### src/rtl/sgm_path_cost_aggregator_core_assert.svh
// Assertion macros for the path cost aggregator RTL.
// Uses the clk_i and rst_ni names of the including module; no other dependencies.
`ifndef SGM_PATH_COST_AGGREGATOR_CORE_ASSERT_SVH
`define SGM_PATH_COST_AGGREGATOR_CORE_ASSERT_SVH
`ifndef NO_ASSERTIONS
// Check a property on every rising clock edge outside reset
`define SGM_ASSERT(label, prop, msg) \
  label: assert property (@(posedge clk_i) disable iff (!rst_ni) prop) \
    else $error(msg);
// Check that a condition never holds at a rising clock edge
`define SGM_ASSERT_NEVER(label, cond, msg) \
  `SGM_ASSERT(label, !(cond), msg)
`else
`define SGM_ASSERT(label, prop, msg)
`define SGM_ASSERT_NEVER(label, cond, msg)
`endif
`endif

### src/rtl/sgm_pkg.sv
// Shared types, constants and helper functions for the path cost aggregator.
// No dependencies; used by every module in rtl/.
package sgm_pkg;

  // Default sizing
  localparam int NUM_DISP_DEF    = 64;
  localparam int CENSUS_BITS_DEF = 64;

  // Fixed field widths
  localparam int CENSUS_W   = 64;
  localparam int COLUMN_W   = 12;
  localparam int COST_W     = 8;
  localparam int MATCH_W    = 7;
  localparam int DISP_OUT_W = 6;

  // Cost constants
  localparam logic [COST_W-1:0]  COST_MAX = 8'hFF;
  localparam logic [MATCH_W-1:0] OOR_COST = 7'd64;

  // Configuration register reset values
  localparam logic [COST_W-1:0] SMALL_PENALTY_RST = 8'd10;
  localparam logic [COST_W-1:0] LARGE_PENALTY_RST = 8'd120;

  // APB register map
  localparam int APB_ADDR_W = 3;
  localparam int APB_DATA_W = 32;
  localparam logic REG_SMALL_PENALTY = 1'b0;
  localparam logic REG_LARGE_PENALTY = 1'b1;

  // Input request: one disparity of one pixel
  typedef struct packed {
    logic [CENSUS_W-1:0] census_left;
    logic [CENSUS_W-1:0] census_right;
    logic [COLUMN_W-1:0] column;
    logic                line_start;
  } in_req_t;

  // Output request: one aggregated cost
  typedef struct packed {
    logic [COST_W-1:0]     path_cost;
    logic [DISP_OUT_W-1:0] disparity;
    logic                  pixel_done;
  } out_req_t;

  // Penalty registers
  typedef struct packed {
    logic [COST_W-1:0] small_penalty;
    logic [COST_W-1:0] large_penalty;
  } cfg_t;

  // Previous-pixel costs around the current disparity
  typedef struct packed {
    logic [COST_W-1:0] lo;
    logic [COST_W-1:0] mid;
    logic [COST_W-1:0] hi;
  } taps_t;

  // Add two costs, clip at COST_MAX
  function automatic logic [COST_W-1:0] sat_add(input logic [COST_W-1:0] a,
                                                input logic [COST_W-1:0] b);
    logic [COST_W:0] s;
    s = {1'b0, a} + {1'b0, b};
    return s[COST_W] ? COST_MAX : s[COST_W-1:0];
  endfunction

  // Subtract the previous minimum, floor at zero
  function automatic logic [COST_W-1:0] less_min(input logic [COST_W-1:0] v,
                                                 input logic [COST_W-1:0] m);
    return (v > m) ? (v - m) : '0;
  endfunction

  // Smaller of two costs
  function automatic logic [COST_W-1:0] min2(input logic [COST_W-1:0] a,
                                             input logic [COST_W-1:0] b);
    return (b < a) ? b : a;
  endfunction

endpackage

### src/rtl/sgm_cfg_regs.sv
// APB register file holding the two smoothness penalties.
// Depends on sgm_pkg for the register map, reset values and cfg_t.
module sgm_cfg_regs (
  input  logic                             clk_i,
  input  logic                             rst_ni,
  input  logic                             psel,
  input  logic                             penable,
  input  logic                             pwrite,
  input  logic [sgm_pkg::APB_ADDR_W-1:0]   paddr,
  input  logic [sgm_pkg::APB_DATA_W-1:0]   pwdata,
  output logic [sgm_pkg::APB_DATA_W-1:0]   prdata,
  output logic                             pready,
  output sgm_pkg::cfg_t                    cfg_o
);

  logic [sgm_pkg::COST_W-1:0] small_q, small_d;
  logic [sgm_pkg::COST_W-1:0] large_q, large_d;
  logic                       wr_en;
  logic                       reg_sel;

  assign pready  = 1'b1;
  assign wr_en   = psel & penable & pwrite;
  assign reg_sel = paddr[2];

  // Decode the write
  always_comb begin
    small_d = small_q;
    large_d = large_q;
    if (wr_en) begin
      case (reg_sel)
        sgm_pkg::REG_SMALL_PENALTY: small_d = pwdata[sgm_pkg::COST_W-1:0];
        sgm_pkg::REG_LARGE_PENALTY: large_d = pwdata[sgm_pkg::COST_W-1:0];
        default: ;
      endcase
    end
  end

  always_ff @(posedge clk_i or negedge rst_ni) begin
    if (!rst_ni) begin
      small_q <= sgm_pkg::SMALL_PENALTY_RST;
      large_q <= sgm_pkg::LARGE_PENALTY_RST;
    end else begin
      small_q <= small_d;
      large_q <= large_d;
    end
  end

  // Read back
  always_comb begin
    case (reg_sel)
      sgm_pkg::REG_SMALL_PENALTY: prdata = sgm_pkg::APB_DATA_W'(small_q);
      sgm_pkg::REG_LARGE_PENALTY: prdata = sgm_pkg::APB_DATA_W'(large_q);
      default:                    prdata = '0;
    endcase
  end

  assign cfg_o.small_penalty = small_q;
  assign cfg_o.large_penalty = large_q;

endmodule

### src/rtl/sgm_match_cost.sv
// Census matching cost: Hamming distance, or a fixed cost left of the image edge.
// Depends on sgm_pkg for field widths and the out-of-range cost.
module sgm_match_cost #(
  parameter int CENSUS_BITS = sgm_pkg::CENSUS_BITS_DEF,
  parameter int DISP_W      = 6
) (
  input  logic [sgm_pkg::CENSUS_W-1:0] census_left_i,
  input  logic [sgm_pkg::CENSUS_W-1:0] census_right_i,
  input  logic [sgm_pkg::COLUMN_W-1:0] column_i,
  input  logic [DISP_W-1:0]            disp_i,
  output logic [sgm_pkg::MATCH_W-1:0]  match_o
);

  localparam logic [sgm_pkg::CENSUS_W-1:0] CENSUS_MASK =
    (CENSUS_BITS >= sgm_pkg::CENSUS_W) ? {sgm_pkg::CENSUS_W{1'b1}} :
    ((sgm_pkg::CENSUS_W'(1) << CENSUS_BITS) - sgm_pkg::CENSUS_W'(1));

  logic [sgm_pkg::CENSUS_W-1:0] diff;
  logic [sgm_pkg::MATCH_W-1:0]  hamming;
  logic                         out_of_range;

  // Count differing census bits within the used width
  assign diff         = (census_left_i ^ census_right_i) & CENSUS_MASK;
  assign hamming      = sgm_pkg::MATCH_W'($countones(diff));
  assign out_of_range = column_i < sgm_pkg::COLUMN_W'(disp_i);
  assign match_o      = out_of_range ? sgm_pkg::OOR_COST : hamming;

endmodule

### src/rtl/sgm_prev_line.sv
// Shift line holding the last NUM_DISP+1 aggregated costs; fixed taps give the
// previous pixel's costs at d-1, d and d+1. Depends on sgm_pkg for taps_t.
module sgm_prev_line #(
  parameter int NUM_DISP = sgm_pkg::NUM_DISP_DEF
) (
  input  logic                       clk_i,
  input  logic                       rst_ni,
  input  logic                       push_i,
  input  logic [sgm_pkg::COST_W-1:0] cost_i,
  input  logic                       last_i,
  output sgm_pkg::taps_t             taps_o
);

  logic [sgm_pkg::COST_W-1:0] line_q [NUM_DISP+1];
  logic                       filled_q;

  // Advance the line by one cost per accepted request
  always_ff @(posedge clk_i) begin
    if (push_i) begin
      line_q[0] <= cost_i;
      for (int k = 1; k <= NUM_DISP; k++) begin
        line_q[k] <= line_q[k-1];
      end
    end
  end

  // Mark the line usable once a full pixel vector has gone in
  always_ff @(posedge clk_i or negedge rst_ni) begin
    if (!rst_ni) begin
      filled_q <= 1'b0;
    end else if (push_i && last_i) begin
      filled_q <= 1'b1;
    end
  end

  // Before the first full pixel the previous vector reads as all maximum
  assign taps_o.lo  = filled_q ? line_q[NUM_DISP]   : sgm_pkg::COST_MAX;
  assign taps_o.mid = filled_q ? line_q[NUM_DISP-1] : sgm_pkg::COST_MAX;
  assign taps_o.hi  = filled_q ? line_q[NUM_DISP-2] : sgm_pkg::COST_MAX;

endmodule

### src/rtl/sgm_path_step.sv
// One aggregation step: match cost plus the cheapest transition from the
// previous pixel. Depends on sgm_pkg for types and saturating helpers.
module sgm_path_step #(
  parameter int NUM_DISP = sgm_pkg::NUM_DISP_DEF,
  parameter int DISP_W   = 6
) (
  input  logic [sgm_pkg::MATCH_W-1:0] match_i,
  input  logic                        line_start_i,
  input  logic [DISP_W-1:0]           disp_i,
  input  sgm_pkg::taps_t              taps_i,
  input  logic [sgm_pkg::COST_W-1:0]  prev_min_i,
  input  sgm_pkg::cfg_t               cfg_i,
  output logic [sgm_pkg::COST_W-1:0]  cost_o
);

  localparam logic [DISP_W-1:0] LAST_DISP = DISP_W'(NUM_DISP - 1);

  logic [sgm_pkg::COST_W-1:0] same_t;
  logic [sgm_pkg::COST_W-1:0] lo_t;
  logic [sgm_pkg::COST_W-1:0] hi_t;
  logic [sgm_pkg::COST_W-1:0] best;
  logic [sgm_pkg::COST_W-1:0] match_w;

  // Transition terms; a missing neighbor costs the maximum
  assign same_t = sgm_pkg::less_min(taps_i.mid, prev_min_i);
  assign lo_t   = (disp_i == '0) ? sgm_pkg::COST_MAX :
                  sgm_pkg::sat_add(sgm_pkg::less_min(taps_i.lo, prev_min_i),
                                   cfg_i.small_penalty);
  assign hi_t   = (disp_i == LAST_DISP) ? sgm_pkg::COST_MAX :
                  sgm_pkg::sat_add(sgm_pkg::less_min(taps_i.hi, prev_min_i),
                                   cfg_i.small_penalty);

  // Pick the cheapest of the four
  assign best = sgm_pkg::min2(sgm_pkg::min2(same_t, lo_t),
                              sgm_pkg::min2(hi_t, cfg_i.large_penalty));

  assign match_w = sgm_pkg::COST_W'(match_i);

  // At line start only the raw match cost counts
  assign cost_o = line_start_i ? match_w : sgm_pkg::sat_add(match_w, best);

endmodule

### src/rtl/sgm_path_cost_aggregator_core.sv
// Top level of the path cost aggregator: input register, aggregation step,
// output register. Depends on sgm_pkg and all sgm_* modules.
//
//   channel | direction | handshake              | payload
//   --------+-----------+------------------------+---------------------
//   in      | sink      | in_valid_i / in_stall_o   | in_req_i  (in_req_t)
//   out     | source    | out_valid_o / out_stall_i | out_req_o (out_req_t)
//   cfg     | sink      | APB psel/penable/pready   | pwdata, prdata
//
// One request per cycle sustained while out is not stalled; out_valid_o rises
// when the input register moves its request on into the output register.
// Reset clears control state and sets the penalties to their defaults; no
// clearing pass is needed, the previous cost vector reads as maximum until the
// first pixel is complete. A stall on out holds the output register; once the
// input register is full it holds that too and raises in_stall_o.
module sgm_path_cost_aggregator_core #(
  parameter int NUM_DISP    = sgm_pkg::NUM_DISP_DEF,
  parameter int CENSUS_BITS = sgm_pkg::CENSUS_BITS_DEF
) (
  input  logic                           clk_i,
  input  logic                           rst_ni,
  input  logic                           in_valid_i,
  output logic                           in_stall_o,
  input  sgm_pkg::in_req_t               in_req_i,
  output logic                           out_valid_o,
  input  logic                           out_stall_i,
  output sgm_pkg::out_req_t              out_req_o,
  input  logic                           psel,
  input  logic                           penable,
  input  logic                           pwrite,
  input  logic [sgm_pkg::APB_ADDR_W-1:0] paddr,
  input  logic [sgm_pkg::APB_DATA_W-1:0] pwdata,
  output logic [sgm_pkg::APB_DATA_W-1:0] prdata,
  output logic                           pready
);

  localparam int                DISP_W    = $clog2(NUM_DISP);
  localparam logic [DISP_W-1:0] LAST_DISP = DISP_W'(NUM_DISP - 1);
  localparam logic [sgm_pkg::DISP_OUT_W-1:0] LAST_OUT =
    sgm_pkg::DISP_OUT_W'(NUM_DISP - 1);

  sgm_pkg::cfg_t              cfg;
  sgm_pkg::taps_t             taps;
  sgm_pkg::in_req_t           a_req_q;
  sgm_pkg::out_req_t          out_req_q, out_req_d;
  logic                       a_valid_q, a_valid_d;
  logic                       out_valid_q, out_valid_d;
  logic [DISP_W-1:0]          disp_q, disp_d;
  logic [sgm_pkg::COST_W-1:0] rmin_q, rmin_d;
  logic [sgm_pkg::COST_W-1:0] pmin_q, pmin_d;
  logic [sgm_pkg::MATCH_W-1:0] match;
  logic [sgm_pkg::COST_W-1:0] cost;
  logic [sgm_pkg::COST_W-1:0] rmin_new;
  logic                       out_ready;
  logic                       in_acc;
  logic                       a_adv;
  logic                       last;

  sgm_cfg_regs u_cfg (
    .clk_i   (clk_i),
    .rst_ni  (rst_ni),
    .psel    (psel),
    .penable (penable),
    .pwrite  (pwrite),
    .paddr   (paddr),
    .pwdata  (pwdata),
    .prdata  (prdata),
    .pready  (pready),
    .cfg_o   (cfg)
  );

  // Handshake: the input register moves on whenever the output side frees up
  assign out_ready  = !out_valid_q || !out_stall_i;
  assign in_stall_o = a_valid_q && !out_ready;
  assign in_acc     = in_valid_i && !in_stall_o;
  assign a_adv      = a_valid_q && out_ready;
  assign last       = disp_q == LAST_DISP;

  // Capture the request
  always_ff @(posedge clk_i) begin
    if (in_acc) begin
      a_req_q <= in_req_i;
    end
  end

  sgm_match_cost #(
    .CENSUS_BITS (CENSUS_BITS),
    .DISP_W      (DISP_W)
  ) u_match (
    .census_left_i  (a_req_q.census_left),
    .census_right_i (a_req_q.census_right),
    .column_i       (a_req_q.column),
    .disp_i         (disp_q),
    .match_o        (match)
  );

  sgm_prev_line #(
    .NUM_DISP (NUM_DISP)
  ) u_line (
    .clk_i  (clk_i),
    .rst_ni (rst_ni),
    .push_i (a_adv),
    .cost_i (cost),
    .last_i (last),
    .taps_o (taps)
  );

  sgm_path_step #(
    .NUM_DISP (NUM_DISP),
    .DISP_W   (DISP_W)
  ) u_step (
    .match_i      (match),
    .line_start_i (a_req_q.line_start),
    .disp_i       (disp_q),
    .taps_i       (taps),
    .prev_min_i   (pmin_q),
    .cfg_i        (cfg),
    .cost_o       (cost)
  );

  assign rmin_new = sgm_pkg::min2(rmin_q, cost);

  // Next state: counter, minima, valid flags, result
  always_comb begin
    a_valid_d   = a_valid_q;
    out_valid_d = out_valid_q;
    disp_d      = disp_q;
    rmin_d      = rmin_q;
    pmin_d      = pmin_q;
    out_req_d   = out_req_q;
    if (out_ready) begin
      out_valid_d = a_valid_q;
    end
    if (in_acc) begin
      a_valid_d = 1'b1;
    end else if (a_adv) begin
      a_valid_d = 1'b0;
    end
    if (a_adv) begin
      out_req_d.path_cost  = cost;
      out_req_d.disparity  = sgm_pkg::DISP_OUT_W'(disp_q);
      out_req_d.pixel_done = last;
      if (last) begin
        disp_d = '0;
        rmin_d = sgm_pkg::COST_MAX;
        pmin_d = rmin_new;
      end else begin
        disp_d = disp_q + DISP_W'(1);
        rmin_d = rmin_new;
      end
    end
  end

  always_ff @(posedge clk_i or negedge rst_ni) begin
    if (!rst_ni) begin
      a_valid_q   <= 1'b0;
      out_valid_q <= 1'b0;
      disp_q      <= '0;
      rmin_q      <= sgm_pkg::COST_MAX;
      pmin_q      <= '0;
    end else begin
      a_valid_q   <= a_valid_d;
      out_valid_q <= out_valid_d;
      disp_q      <= disp_d;
      rmin_q      <= rmin_d;
      pmin_q      <= pmin_d;
    end
  end

  // Hold the result until taken
  always_ff @(posedge clk_i) begin
    out_req_q <= out_req_d;
  end

  assign out_valid_o = out_valid_q;
  assign out_req_o   = out_req_q;

  `include "sgm_path_cost_aggregator_core_assert.svh"

  `SGM_ASSERT_NEVER(a_disp_range, disp_q > LAST_DISP, "disparity counter out of range")
  `SGM_ASSERT(a_done_last,
    out_valid_q && out_req_q.pixel_done |-> out_req_q.disparity == LAST_OUT,
    "pixel_done off the last disparity")
  `SGM_ASSERT(a_wrap,
    a_adv && last |=> disp_q == '0 && rmin_q == sgm_pkg::COST_MAX,
    "counter or minimum not restarted at pixel end")
  `SGM_ASSERT(a_result_loaded, a_adv |=> out_valid_q,
    "advanced request lost before the output register")
  `SGM_ASSERT(a_min_bound,
    out_valid_q && !$past(out_valid_q) |->
      rmin_q <= out_req_q.path_cost || out_req_q.pixel_done,
    "running minimum above a fresh result")

endmodule
### config.mk
export PLATFORM = sky130hd
export DESIGN_NAME = sgm_path_cost_aggregator_core
export DESIGN_NICKNAME = d
export VERILOG_FILES = /design/src/rtl/sgm_pkg.sv /design/src/rtl/sgm_cfg_regs.sv /design/src/rtl/sgm_match_cost.sv /design/src/rtl/sgm_prev_line.sv /design/src/rtl/sgm_path_step.sv /design/src/rtl/sgm_path_cost_aggregator_core.sv
export VERILOG_INCLUDE_DIRS = /design/src /design/src/rtl
export SDC_FILE = /design/constraint.sdc
export NUM_CORES = 1
export LEC_CHECK = 0
export ABC_AREA = 1
export BUFFER_PORTS_ARGS = -buffer_cell sky130_fd_sc_hd__buf_2
export CAP_MARGIN = 40
export CORE_MARGIN = 2
export CORE_UTILIZATION = 50
export DETAILED_ROUTE_END_ITERATION = 8
export HOLD_SLACK_MARGIN = 0.02
export PLACE_DENSITY = 0.69
export RECOVER_POWER = 50
export SLEW_MARGIN = 20
export SYNTH_ARGS = -nofsm -noshare
export SYNTH_HDL_FRONTEND = slang
export SYNTH_SLANG_ARGS = --single-unit
### constraint.sdc
create_clock -name clk_i -period 19.08 [get_ports clk_i]
set_input_delay 0.954 -clock clk_i [delete_from_list [all_inputs] [get_ports clk_i]]
set_output_delay 0.954 -clock clk_i [all_outputs]
set_load 0.005 [all_outputs]
==> flow_summary.ini, run 1 <==
[die]
die_w_microns = 242
die_height_microns = 242
rows = 87
start_util = 0.504
io_pins = 233
design.core.area_sq_um = 56300
die_area_sq_um = 58700

[critical_path]
cp.required_ns = 19.58
critPathKind = flop to flop
r2r-start = u_line.filled_q
path_max_fanout = 25
crit_family = compound AO/OA/AOI/OAI gates
cp.arrival_ns = 11.62
ff2ff_path_depth = 57
start_kind = flop
rr_endpoint = pmin_q[0]
rrSetupSlack_ns = 7.96
cp-end-kind = flop
crit_top_cell = nand2_1
slowest_stage = fa_1
max_stage_delay_ns = 0.51
crit_buf_inv = 10

[synth]
synth_edf_count = 668
yosys-top-cells-count = edfxtp_1, nand2_1, inv_1
async_reset_ff_frac = 0.0578
synthFlopType = edfxtp_1
yosysSeqAreaShare = 0.744
syn-cell-area_sq_um = 28400
yosysMostFrequentCell = edfxtp_1
synth_top_area_cell = edfxtp_1
yosys-top-cells-area = edfxtp_1, ha_1, fa_1
yosysWarnings = 0
synth_top_area_frac = 0.707
synth_area_per_cell_sq_um = 15.9
synthDistinctLibCells = 44
synth_seq_cells = 709
synthCells = 1788

[clock_tree]
cts.sinks = 709
cts_htree_levels = 3
cts_buffer_depth = 3
cts-root-buf = clkbuf_16
clk_latency_ns = 0.62
clkTransAtPathRegs_ns = 0.06
cts_tree = yes
ctsResizeCount = 0
hold_buffers = 0
cts_made_buffers = 69
cts_setup_buffers = 0

[drt]
drtAntennaViolNets = 0
drc = 0
via_per_inst = 4.87
wl_per_cell_microns = 15.7
first_pass_iters = 5
wl_microns = 44600
drt-initial-drc-count = 1189
vias = 13800

[cells_and_area]
fillerInstances = 4258
drive_gt1_frac = 0.174
syn_to_final_growth_pct = 14.7
nets = 2403
final_cells = 2841
final_core_util = 0.578

[sta]
tightest_slew_ns = 2.53
finalSetupTns_ns = 0
rsz0062_at_grt = no
fin_skew_ns = 0.0260
setup_viol_count_final = 0
fmax_ghz = 0.0899
slew_headroom = -0.693
period_share = 0.583
period_minus_slack_ns = 11.12
drv_slew = 61
hold_viol = 0

[worst_hold_path]
min_from = u_line.line_q[0][65]
min_path_type = flop to flop
min_delay_path_depth = 0
worstHoldEndpoint = u_line.line_q[0][73]

[global_route]
grt-ovfl-total = 0
grt_max_degree = 109
grt_pass1_vias = 14000
grtUsageTotal = 0.155
grt_pass1_wl_microns = 71900
antenna_found_initial = 2

[placed_design]
hpwl_microns = 29500
port_buffers = 181
placedCellCount = 2714
gp_congestion = 0.863

[flow_run]
maxCapViolations = 1

[run_status]
violations = capacitance limit, slew limit
status = finished, violations left
==> per-stage QoR <==
| stage | hold WS [ns] | setup slack, ns | area [sq um] |
|---|---|---|---|
| after floorplan | 0.400 | 6.49 | 28500 |
| after detailed placement | 0.405 | 7.98 | 30200 |
| after CTS | 0.298 | 7.94 | 32500 |
| after global placement | 0.403 | 7.99 | 30100 |
| final | 0.406 | 7.96 | 32500 |
| after global routing | 0.403 | 6.78 | 32500 |
==> cell type report <==
cell class / count / area, sq um / share of cell area
antenna: 2 / 5.00 / 0.000154
clock buffer: 79 / 1790 / 0.0549
clock inverter: 45 / 547 / 0.0168
inverter: 215 / 816 / 0.0251
multi-input combinational: 840 / 6240 / 0.192
sequential: 709 / 21100 / 0.648
tap: 756 / 946 / 0.0291
timing repair buffer: 195 / 1100 / 0.0339
==> routing by layer <==
metal	track usage	share of wire	routed length, microns
met4	0.0512	0.024	1070
met5	0	0	0
met2	0.240	0.46	20600
met1	0.221	0.47	20800
met3	0.0326	0.046	2060
==> cell usage in the layout, fill, tap and decap left out, drive strengths merged, types with 8 or more instances in the layout <==
cell | netlist | layout
fa | 66 | 66
clkbuf | 11 | 87
conb | 2 | 25
clkinv | 2 | 30
dfstp | 14 | 14
nor2 | 75 | 75
bufinv | 0 | 8
o21a | 11 | 11
inv | 213 | 217
nand2 | 235 | 235
or2 | 28 | 28
edfxtp | 668 | 668
o21ai | 56 | 56
a21oi | 40 | 40
xor2 | 75 | 75
ha | 124 | 124
dfrtp | 27 | 27
buf | 36 | 187
nand3 | 57 | 57
==> worst max-delay path by stage <==
stage	start	endpoint	slack (ns)	depth (start not counted)
2_1_floorplan	out_stall_i	disp_q[2]	6.49	6
3_3_place_gp	u_line.filled_q	pmin_q[0]	7.99	55
3_5_place_dp	u_line.filled_q	pmin_q[0]	7.98	57
4_1_cts	u_line.filled_q	pmin_q[0]	7.94	57
5_1_grt	u_line.filled_q	pmin_q[0]	6.78	56
6_report	u_line.filled_q	pmin_q[0]	7.96	57
==> sequential cells by signal, indices dropped and copies added (netlist names) <==
signal           cells
u_line.filled_q      1
disp_q               6
rmin_q               8
a_valid_q            1
out_req_o           14
out_valid_o          1
a_req_q            141
pmin_q               8
u_cfg.large_q        8
u_line.line_q      513
u_cfg.small_q        8
==> kinds of logic (layout without fill, tap and decap cells) <==
group                    Yosys count  in the layout  share of synthesized area
AO/OA/AOI/OAI                    131            131                     0.0263
XOR/XNOR                          79             79                     0.0244
adder cells (fa/ha/maj)          190            190                      0.101
buffers and inverters            262            534                     0.0394
flip-flops                       709            709                      0.744
other                              2             27                   0.000265
AND/OR/NAND/NOR                  415            415                     0.0647
Power of run 1 is left out: the tool's default activity adds up to more than one toggle a clock period on the data nets, which glitch-free logic cannot reach.
==> inputs of run 2 (changes only) <==
--- a/config.mk
+++ b/config.mk
@@ -13,7 +13,7 @@
 export CORE_UTILIZATION = 50
 export DETAILED_ROUTE_END_ITERATION = 8
 export HOLD_SLACK_MARGIN = 0.02
-export PLACE_DENSITY = 0.69
+export PLACE_DENSITY = 0.71
 export RECOVER_POWER = 50
 export SLEW_MARGIN = 20
 export SYNTH_ARGS = -nofsm -noshare
==> constraint.sdc (replaced) <==
create_clock -name clk_i -period 10.15 [get_ports clk_i]
set_input_delay 0.5075 -clock clk_i [delete_from_list [all_inputs] [get_ports clk_i]]
set_output_delay 0.5075 -clock clk_i [all_outputs]
set_load 0.005 [all_outputs]
==> flow_summary.ini, run 2 (synthesis gave the netlist of run 1 again) <==
[sta]
period_minus_slack_ns = 9.44
period_share = 0.930
hold-worst-slack_ns = 0.0752
slew_headroom = -0.177
fmax_ghz = 0.106
hold_viol = 0
tightest_slew_ns = 1.77
fin_skew_ns = 0.0252
drv_slew = 31
finalSetupTns_ns = 0
setup_viol_count_final = 0

[global_route]
grt_max_degree = 190
grtUsageTotal = 0.155
grt-ovfl-total = 0
antenna_found_initial = 3
grt_pass1_vias = 13900
grt_pass1_wl_microns = 71800

[critical_path]
cp.arrival_ns = 9.94
path_max_fanout = 15
slowest_stage = dfrtp_1
cp-end-kind = flop
max_stage_delay_ns = 0.39
cp.required_ns = 10.65
start_kind = flop
crit_top_cell = nand2_1
critPathKind = flop to flop

[die]
rows = 87
design.core.area_sq_um = 56300
die_height_microns = 242
io_pins = 233
die_w_microns = 242
die_area_sq_um = 58700
start_util = 0.504

[clock_tree]
cts_htree_levels = 3
clkTransAtPathRegs_ns = 0.06
clk_latency_ns = 0.60
cts.sinks = 709
cts_made_buffers = 68
cts_buffer_depth = 3
cts-root-buf = clkbuf_16
cts_tree = yes

[drt]
via_per_inst = 4.90
vias = 14000
drtAntennaViolNets = 0
wl_per_cell_microns = 15.7
wl_microns = 44900
drc = 0
first_pass_iters = 5
drt-initial-drc-count = 886

[cells_and_area]
final_cell_mix = edfxtp_1, nand2_1, inv_1
largest_register = u_line.line_q
nets = 2428
syn_to_final_growth_pct = 15.5
drive_gt1_frac = 0.192
final_cells = 2865
mostFrequentLayoutCell = edfxtp_1
largest_register_ff_count = 513

[run_status]
status = finished, violations left
violations = capacitance limit, slew limit

[flow_run]
maxCapViolations = 1

[worst_hold_path]
min_path_type = input pin to flop

[placed_design]
gp_congestion = 0.827
port_buffers = 181
hpwl_microns = 29300
placedCellCount = 2718
[run 2: layer usage]
layer,part of all wire,track usage,vias to the layer above
met2,0.47,0.239,255
met4,0.024,0.0527,0
met1,0.46,0.219,6959
met3,0.043,0.0335,78
li1,-,-,6742
met5,0,0,-
[run 2: per-stage QoR]
step                       util  setup slack (ns)  area, sq um
final                     0.583             0.706        32800
after global routing      0.583           -0.0786        32800
after CTS                 0.578            0.0777        32500
after detailed placement  0.537            -0.104        30200
after global placement    0.536             0.124        30100
after floorplan               -             0.459        28500
[run 2: cell type report]
class	count	area, sq um
fillers	4296	23500
flip-flops and latches	709	21100
multi-input cells	841	6350
clock buffers	77	1740
repair buffers	218	1250
well taps	756	946
inverters	215	823
clock inverters	45	556
repair inverters	2	12.5
diodes	2	5.00
[run 2: worst max-delay path, delay by kind of cell, from the launching register on]
kind,cells,cell delay (ns)
adder cells (fa/ha/maj),8,2.44
AND/OR/NAND/NOR,28,2.91
AO/OA/AOI/OAI,15,2.68
buffers and inverters,9,0.87
flip-flops,1,0.39
[run 2: path summary, 6_finish.rpt]
| kind | from | to | slack [ns] | cells past startpoint |
|---|---|---|---|---|
| max | u_line.filled_q | pmin_q[0] | 0.71 | 60 |
| min | in_req_i[81] | a_req_q[81] | 0.08 | 1 |
| min in group asynchronous | rst_ni | u_cfg.large_q[2] | 0.47 | 2 |
| max in group asynchronous | rst_ni | pmin_q[3] | 7.62 | 3 |
| max reg2reg | u_line.filled_q | pmin_q[0] | 0.71 | 60 |
| min reg2reg | u_line.line_q[0][427] | u_line.line_q[0][435] | 0.41 | 0 |
[run 2: repair_timing]
| action | in CTS | in global routing |
|---|---|---|
| cloned | 0 | 3 |
| setup endpoints to repair | 16 | 16 |
| gates resized for setup | 2 | 33 |
| buffers inserted | 0 | 18 |
| hold endpoints to repair | 9 | 0 |
| pin swaps | 0 | 12 |
| hold buffers | 1 | 0 |
Power of run 2 is left out for the same reason.
